`src/design/cfr_pkg.sv`:
```
package cfr_pkg;

  localparam int FrameLength = 8;
  localparam int NumStored   = FrameLength - 2;
  localparam int PosW        = $clog2(FrameLength);
  localparam logic [PosW-1:0] FirstPos = '0;
  localparam logic [PosW-1:0] LastPos  = PosW'(FrameLength - 1);

  typedef enum logic [0:0] {
    FUNC_DATA = 1'b0,
    FUNC_POLL = 1'b1
  } func_e;

  // one input word as it sits in the input register
  typedef struct packed {
    func_e      func;
    logic       link_up;
    logic [7:0] data_byte;
  } in_word_t;

  // one decoded command, packed in tdata order (lowest field last here)
  typedef struct packed {
    logic [31:0] timer_value;
    logic [7:0]  output_select;
    logic [7:0]  command_code;
  } result_t;

endpackage

```
`src/design/cfr_in_stage.sv`:
```
module cfr_in_stage (
  input  logic              clk_i,
  input  logic              rst_ni,
  input  logic              valid_i,
  output logic              ready_o,
  input  cfr_pkg::in_word_t word_i,
  input  logic              take_i,
  output logic              valid_o,
  output cfr_pkg::in_word_t word_o
);
  import cfr_pkg::*;

  logic     valid_q, valid_d;
  in_word_t word_q;
  logic     load;

  assign ready_o = !valid_q || take_i;
  assign load    = valid_i && ready_o;

  always_comb begin
    valid_d = valid_q;
    if (load) begin
      valid_d = 1'b1;
    end else if (take_i) begin
      valid_d = 1'b0;
    end
  end

  always_ff @(posedge clk_i or negedge rst_ni) begin
    if (!rst_ni) begin
      valid_q <= 1'b0;
    end else begin
      valid_q <= valid_d;
    end
  end

  always_ff @(posedge clk_i) begin
    if (load) begin
      word_q <= word_i;
    end
  end

  assign valid_o = valid_q;
  assign word_o  = word_q;

endmodule

```
`src/design/cfr_frame_core.sv`:
```
module cfr_frame_core (
  input  logic              clk_i,
  input  logic              rst_ni,
  input  logic              advance_i,
  input  cfr_pkg::in_word_t word_i,
  output logic              hit_o,
  output cfr_pkg::result_t  result_o
);
  import cfr_pkg::*;

  logic            rcv_q, rcv_d;
  logic [PosW-1:0] pos_q, pos_d;
  logic [7:0]      sum_q, sum_d;
  logic [7:0]      frame_q [NumStored];
  logic            is_data;
  logic            store;

  assign is_data = (word_i.func == FUNC_DATA);
  // bytes 1..6 are kept for the result
  assign store = advance_i && is_data && rcv_q && (pos_q != FirstPos) && (pos_q != LastPos);

  always_comb begin
    rcv_d = rcv_q;
    pos_d = pos_q;
    sum_d = sum_q;
    hit_o = 1'b0;
    if (advance_i) begin
      if (!is_data) begin
        if (word_i.link_up) begin
          rcv_d = 1'b1;
        end else if (rcv_q) begin
          rcv_d = 1'b0;
          pos_d = '0;
          sum_d = '0;
        end
      end else if (rcv_q) begin
        if (pos_q != LastPos) begin
          sum_d = sum_q + word_i.data_byte;
          pos_d = pos_q + PosW'(1);
        end else begin
          hit_o = (~sum_q == word_i.data_byte);
          pos_d = '0;
          sum_d = '0;
        end
      end
    end
  end

  always_ff @(posedge clk_i or negedge rst_ni) begin
    if (!rst_ni) begin
      rcv_q <= 1'b0;
      pos_q <= '0;
      sum_q <= '0;
    end else begin
      rcv_q <= rcv_d;
      pos_q <= pos_d;
      sum_q <= sum_d;
    end
  end

  always_ff @(posedge clk_i) begin
    if (store) begin
      frame_q[pos_q - PosW'(1)] <= word_i.data_byte;
    end
  end

  assign result_o.command_code  = frame_q[0];
  assign result_o.output_select = frame_q[1];
  assign result_o.timer_value   = {frame_q[2], frame_q[3], frame_q[4], frame_q[5]};

endmodule

```
`src/design/command_frame_receiver.sv`:
```
// Command frame receiver.
// Slave channel (s_axis): one word per received link byte or link status poll.
//   tuser selects the kind: 0 = data byte, 1 = status poll. tdata carries the
//   byte and the link-up flag (used by polls only).
// Master channel (m_axis): one word per good 8-byte frame, holding the command
//   byte, the output selector and the big-endian 32-bit timer value.
// Bytes are taken only after a poll has reported the link up; a link-down poll
// drops any partial frame. Bytes 0..6 are summed modulo 256 and byte 7 must be
// the ones' complement of that sum, otherwise the frame is dropped silently.
// Path: the last frame byte is captured in the input register, and the
// checksum/state logic then loads the result register from it once that
// register is free or draining.
// Throughput: one word per cycle while the result register is free or
// draining; the position, sum and byte store update together per word.
// Reset clears the link state, position, sum and both valid flags; the stored
// frame bytes are not reset. When m_axis stalls, the result register holds;
// the input register then fills and s_axis_tready drops until the result
// is taken.
module command_frame_receiver (
  input  logic        clk_i,
  input  logic        rst_ni,
  input  logic        s_axis_tvalid,
  output logic        s_axis_tready,
  input  logic [15:0] s_axis_tdata,   // [7:0] data_byte, [8] link_up, [15:9] zero
  input  logic        s_axis_tuser,   // [0] func
  output logic        m_axis_tvalid,
  input  logic        m_axis_tready,
  output logic [47:0] m_axis_tdata    // [7:0] command_code, [15:8] output_select,
                                      // [47:16] timer_value
);
  import cfr_pkg::*;

  in_word_t in_word;
  in_word_t stage_word;
  logic     stage_valid;
  logic     take;
  logic     hit;
  result_t  result;
  logic     out_valid_q, out_valid_d;
  result_t  out_data_q;

  assign in_word.func      = func_e'(s_axis_tuser);
  assign in_word.link_up   = s_axis_tdata[8];
  assign in_word.data_byte = s_axis_tdata[7:0];

  // the core may consume a word whenever the result register is free or draining
  assign take = stage_valid && (!out_valid_q || m_axis_tready);

  cfr_in_stage u_in_stage (
    .clk_i   (clk_i),
    .rst_ni  (rst_ni),
    .valid_i (s_axis_tvalid),
    .ready_o (s_axis_tready),
    .word_i  (in_word),
    .take_i  (take),
    .valid_o (stage_valid),
    .word_o  (stage_word)
  );

  cfr_frame_core u_core (
    .clk_i     (clk_i),
    .rst_ni    (rst_ni),
    .advance_i (take),
    .word_i    (stage_word),
    .hit_o     (hit),
    .result_o  (result)
  );

  // result register
  always_comb begin
    out_valid_d = out_valid_q;
    if (m_axis_tready) begin
      out_valid_d = 1'b0;
    end
    if (take && hit) begin
      out_valid_d = 1'b1;
    end
  end

  always_ff @(posedge clk_i or negedge rst_ni) begin
    if (!rst_ni) begin
      out_valid_q <= 1'b0;
    end else begin
      out_valid_q <= out_valid_d;
    end
  end

  always_ff @(posedge clk_i) begin
    if (take && hit) begin
      out_data_q <= result;
    end
  end

  assign m_axis_tvalid = out_valid_q;
  assign m_axis_tdata  = out_data_q;

endmodule

```
`config.mk`:
```
export PLATFORM = sky130hd
export DESIGN_NAME = command_frame_receiver
export DESIGN_NICKNAME = d
export VERILOG_FILES = /design/src/design/cfr_pkg.sv /design/src/design/cfr_in_stage.sv /design/src/design/cfr_frame_core.sv /design/src/design/command_frame_receiver.sv
export SDC_FILE = /design/constraint.sdc
export NUM_CORES = 1
export LEC_CHECK = 0
export ABC_AREA = 0
export BUFFER_PORTS_ARGS = -buffer_cell sky130_fd_sc_hd__buf_2
export CAP_MARGIN = 20
export CORE_UTILIZATION = 55
export DETAILED_ROUTE_END_ITERATION = 8
export HOLD_SLACK_MARGIN = 0.02
export PLACE_DENSITY = 0.86
export SLEW_MARGIN = 20
export SYNTH_ARGS = -nofsm -noshare
export SYNTH_HDL_FRONTEND = slang
export SYNTH_SLANG_ARGS = --single-unit
```
`constraint.sdc`:
```
create_clock -name clk_i -period 9.85 [get_ports clk_i]
set_input_delay 1.4775 -clock clk_i [delete_from_list [all_inputs] [get_ports clk_i]]
set_output_delay 1.4775 -clock clk_i [all_outputs]
set_load 0.1 [all_outputs]
```
# Word-level counts from Yosys, hierarchy flattened
# Memory sizes are Yosys's and may differ from the RTL's. A register that Yosys moved wholly into a read port is not among the register bits.
# Index checks and enable logic that the tools add are counted.
# op_classes
n_addsub	3
multipliers	0
n_div	0
magnitude_cmp	0
n_eq_ne	3
n_shift	0
muxes	21
bitwise	2
reduce_logical	16
# ops
op	count
8-bit two-way mux	5
3-bit two-way mux	5
1-bit two-way mux	11
8-bit adder	1
8-bit equality test	1
8-bit NOT	1
1-bit logical AND	7
2-bit nonzero test	2
3-bit by 1-bit adder with 3-bit output (second input constant)	1
3-bit inequality test (second input constant)	1
3-bit AND reduction	1
3-bit nonzero test	1
3-bit by 1-bit subtractor with 3-bit output (second input constant)	1
1-bit logical NOT	2
1-bit logical OR	2
2-bit inequality test (second input constant)	1
2-bit AND reduction	1
1-bit NOT	1
# totals
regBits	24
latch_bits	0
ramBits	48
mem_bits_ro	0
inputBits	21
elab_cells	54
n_memories	1
# memory_table
memory	depth	width	rd	rd_clocked_by_memory_dff	write_ports	line	text
u_core.frame_q	6	8	6	6	1	cfr_frame_core.sv:14	logic [7:0] frame_q [NumStored];

# Logic depth before layout (Yosys ltp)
# logic_depth
word_depth	9
depth_mapped	8
ltp_nobuf	8

# Cells and area by module
# Synthesis repeated with hierarchy kept, for this count alone.
# hier_totals
cells_unflattened	221
area_unflattened_um2	4231.6
# by_module_without_submodules
mod	instances	cells_each	area_per_inst_um2	seq_area_each_um2
cfr_frame_core	1	153	2367.3	1741.7
command_frame_receiver	1	54	1510.2	1466.4
cfr_in_stage	1	14	354.1	325.3

# Worst setup path before layout
# No wires, ideal clock.
# synth_path
path_kind	input-to-reg
start	input port m_axis_tready
end	register m_axis_tdata[0] (netlist name)
arrival_time_ps	6801
required_time_ps	9277
setup_slack_ps	2476
path_stages	4
cell_sequence	nand2b_2 > nand3_1 > or2_2 > nor4_1
# synth_via
elab_chain_cells	4
# synth_rtl
item	line	text
start: declaration	command_frame_receiver.sv:27	input logic m_axis_tready,
1-bit logical OR (*)	command_frame_receiver.sv:47	assign take = stage_valid && (!out_valid_q || m_axis_tready);
1-bit logical AND (*)	command_frame_receiver.sv:47	
1-bit two-way mux	cfr_frame_core.sv:27	if (advance_i) begin
1-bit logical AND (*)	command_frame_receiver.sv:89	if (take && hit) begin
# Mark *: on every way between the ends. The rest lies on a longest branch, timed or not.
# A chain may end at the register's enable or synchronous reset.

# Final worst setup path
# layout_path
start	input port m_axis_tready
end	output port s_axis_tready
# layout_via
elab_chain_cells	3
# layout_rtl
item	line	text
1-bit logical OR	command_frame_receiver.sv:47	
1-bit logical AND	command_frame_receiver.sv:47	
1-bit logical OR	cfr_in_stage.sv:17	assign ready_o = !valid_q || take_i;
end: declaration	command_frame_receiver.sv:23	output logic s_axis_tready,
# Every way passes these cells.

==> metrics.txt <==
Max Root-Sink Buffers 2; share of total power in combinational logic 0.125; CP Launch Type primary input; Post-CTS Hold Buffers 0; Top Ports 71; largest net degree at the start of global routing 49; post-DR vias/cell 5.35; fraction of power spent switching nets 0.263; Clock transition at path regs 60 ps; initial core utilization 0.575; cts bufs inserted 17; Setup Buffers After CTS 0; R2R setup slack 7110 ps; Period minus WS final 3600 ps; GR Layer Usage met3 0.0567; WP data required 8370 ps; grt peak-use layer met2; endpoint class of the critical path output port; H-Tree Depth 4; pwr/cell area 263 mW/mm^2; # resized after CTS 0; core area 0.00737 mm^2; Seq/Total Area, Yosys 0.833; setup_tns 0 ps; r2r endpoint u_core.frame_q[5][1]; Slew Limit Headroom 0.263; maxcap violations 0; DRT Wirelength 7790 um; outcome finished, final reports clean; Cell Rows 31; met1 track demand over resource 0.276; Post-DRT Antenna Nets 0; vias in the first global route 2212; worst r2r path cells 5; first-pass GRT wire length 12200 um; Switch Pwr 367 uW; Critical Path Sink s_axis_tready; Fin. Hold Viols 0; clock sinks 120; Net Count, Synth 251; unrepaired setup endpoints after global routing false; Area after DPL 0.00472 mm^2; clock power share 0.431; Fill cells 431; gpl congestion 0.825; worst vdd ir 172 uV; path type of the worst setup path primary input to output port; die width 89.8 um; most frequent cells in the layout edfxtp_1, buf_2, clkbuf_16; top cells by area, synth edfxtp_1, dfrtp_1, ha_1; GR Util met2 0.340; Internal Power 1.03 mW; arrival time worst endpoint 2120 ps; count of cell types in the netlist 44; Hold WC Path Type register to register; 1st-iter DRT viols 187; max-slew violations 0; area grow syn2layout 25.1%; commonest non-fill, non-tap cell in the layout edfxtp_1; Reg area 0.00353 mm^2; slew of the pin with the lowest slew margin 1100 ps; detailed placer's ending HPWL 4370 um; ys flop type edfxtp_1; Global Route Usage Sum 0.214; Setup violations, final 0; share of layout cells above drive strength 1 0.358; total number of yosys warnings 0; fmax 278 MHz; Clock Latency Late Sink 510 ps; fin crit share 0.366; n_diodes 0; Root Buffer clkbuf_8; Die Area 0.00806 mm^2; initial antenna violation count 0; DR WL/cell 18.8 um; Detailed Routing Iterations Pass 1 4; Die Ht 89.8 um; Leak 1.98 nW; I/O Buffers 63; synthesized cell area 0.00424 mm^2; RR Startpoint u_core.pos_q[0]; sequential power share 0.444; CTS tree built; syn_area_per_cell 19.5 um^2; Critical Path Fanout Max 3; ys async rst share 0.117; hold path start u_core.frame_q[2][4]; min setup slack post-route 6250 ps; grt ovf 0; Layout Utilization 0.720; Post-synth EDFFs 106; synthesized flop and latch total 120; number of remaining DRC errors 0; Net count, final 336; leading area contributor after synthesis edfxtp_1; fin area 0.00530 mm^2; final hold slack 417 ps; pre-CTS setup slack 6020 ps; post-synth top area share 0.751; Worst Setup SP m_axis_tready; cells after synthesis 218; via count 2221; skew final 11.9 ps; multi-input logic area 693 um^2
[power groups by stage]
stage	Clock (mW)	Sequential, mW	Combinational, mW
2_1_floorplan	0	0.617	0.127
3_3_place_gp	0	0.623	0.151
3_5_place_dp	0	0.626	0.162
4_1_cts	0.609	0.617	0.171
5_1_grt	0.631	0.622	0.190
6_report	0.600	0.618	0.174
[final cells by class]
| class | instances | area share |
|---|---|---|
| clock buffers | 17 | 0.0781 |
| clock inverters | 15 | 0.0316 |
| inverters | 7 | 0.00495 |
| multi-input cells | 90 | 0.131 |
| flip-flops and latches | 120 | 0.666 |
| well taps | 99 | 0.0234 |
| repair buffers | 67 | 0.0651 |
[kinds of logic (layout without fill, tap and decap cells)]
family                     Yosys count  after routing  share of synthesized area
AOI/OAI and AO/OA                   25             25                     0.0457
xor gates and xnor gates             2              2                    0.00413
muxes                                3              3                    0.00767
buffers and inverters                8            106                    0.00738
and+or+nand+nor                     48             48                     0.0646
adders and majority gates           12             12                     0.0372
DFF                                120            120                      0.833
[through the flow]
step | instances | power [mW]
after floorplan | 218 | 0.744
after global placement | 383 | 0.774
after detailed placement | 383 | 0.789
after CTS | 415 | 1.40
after global routing | 415 | 1.44
final | 415 | 1.39
[cell usage after synthesis, types with 2 or more instances]
master    number
a211oi_1       2
nor3b_1        2
dfrtp_1       14
o31ai_1        2
mux2_2         2
o21ai_0        7
nand3_1        5
a22o_1         3
nand2b_1       2
nor3_1         3
or3_1          3
nand2_1       12
nand4_1        2
edfxtp_1     106
xnor2_1        2
nor2_1         6
nor4_1         2
inv_1          7
ha_1          11
[per-layer routing]
metal,up-vias,part of all wire,wire length (um)
li1,1025,-,-
met1,1065,0.40,3150
met2,114,0.51,3950
met3,17,0.069,540
met4,0,0.020,155
met5,-,0,0
[sequential cells by signal, summed over array words and instances (netlist names)]
| name | count |
|---|---|
| u_in_stage.word_o | 10 |
| u_core.rcv_q | 1 |
| u_in_stage.valid_o | 1 |
| u_core.frame_q | 48 |
| u_core.sum_q | 8 |
| m_axis_tdata | 48 |
| u_core.pos_q | 3 |
| m_axis_tvalid | 1 |
[worst min path at each step]
stage                       endpoint  slack, ps  depth (start not counted)
finish              m_axis_tdata[44]        420                          0
detailed placement   m_axis_tdata[0]        400                          0
CTS                 m_axis_tdata[44]        420                          0
global placement    m_axis_tdata[18]        400                          0
global route        m_axis_tdata[10]        420                          0
floorplan            m_axis_tdata[0]        400                          0
[critical path: stages]
cell and delay (ps):
buf_2 80, nand3b_1 130, buf_2 440
(Power assumes the default switching activity.)
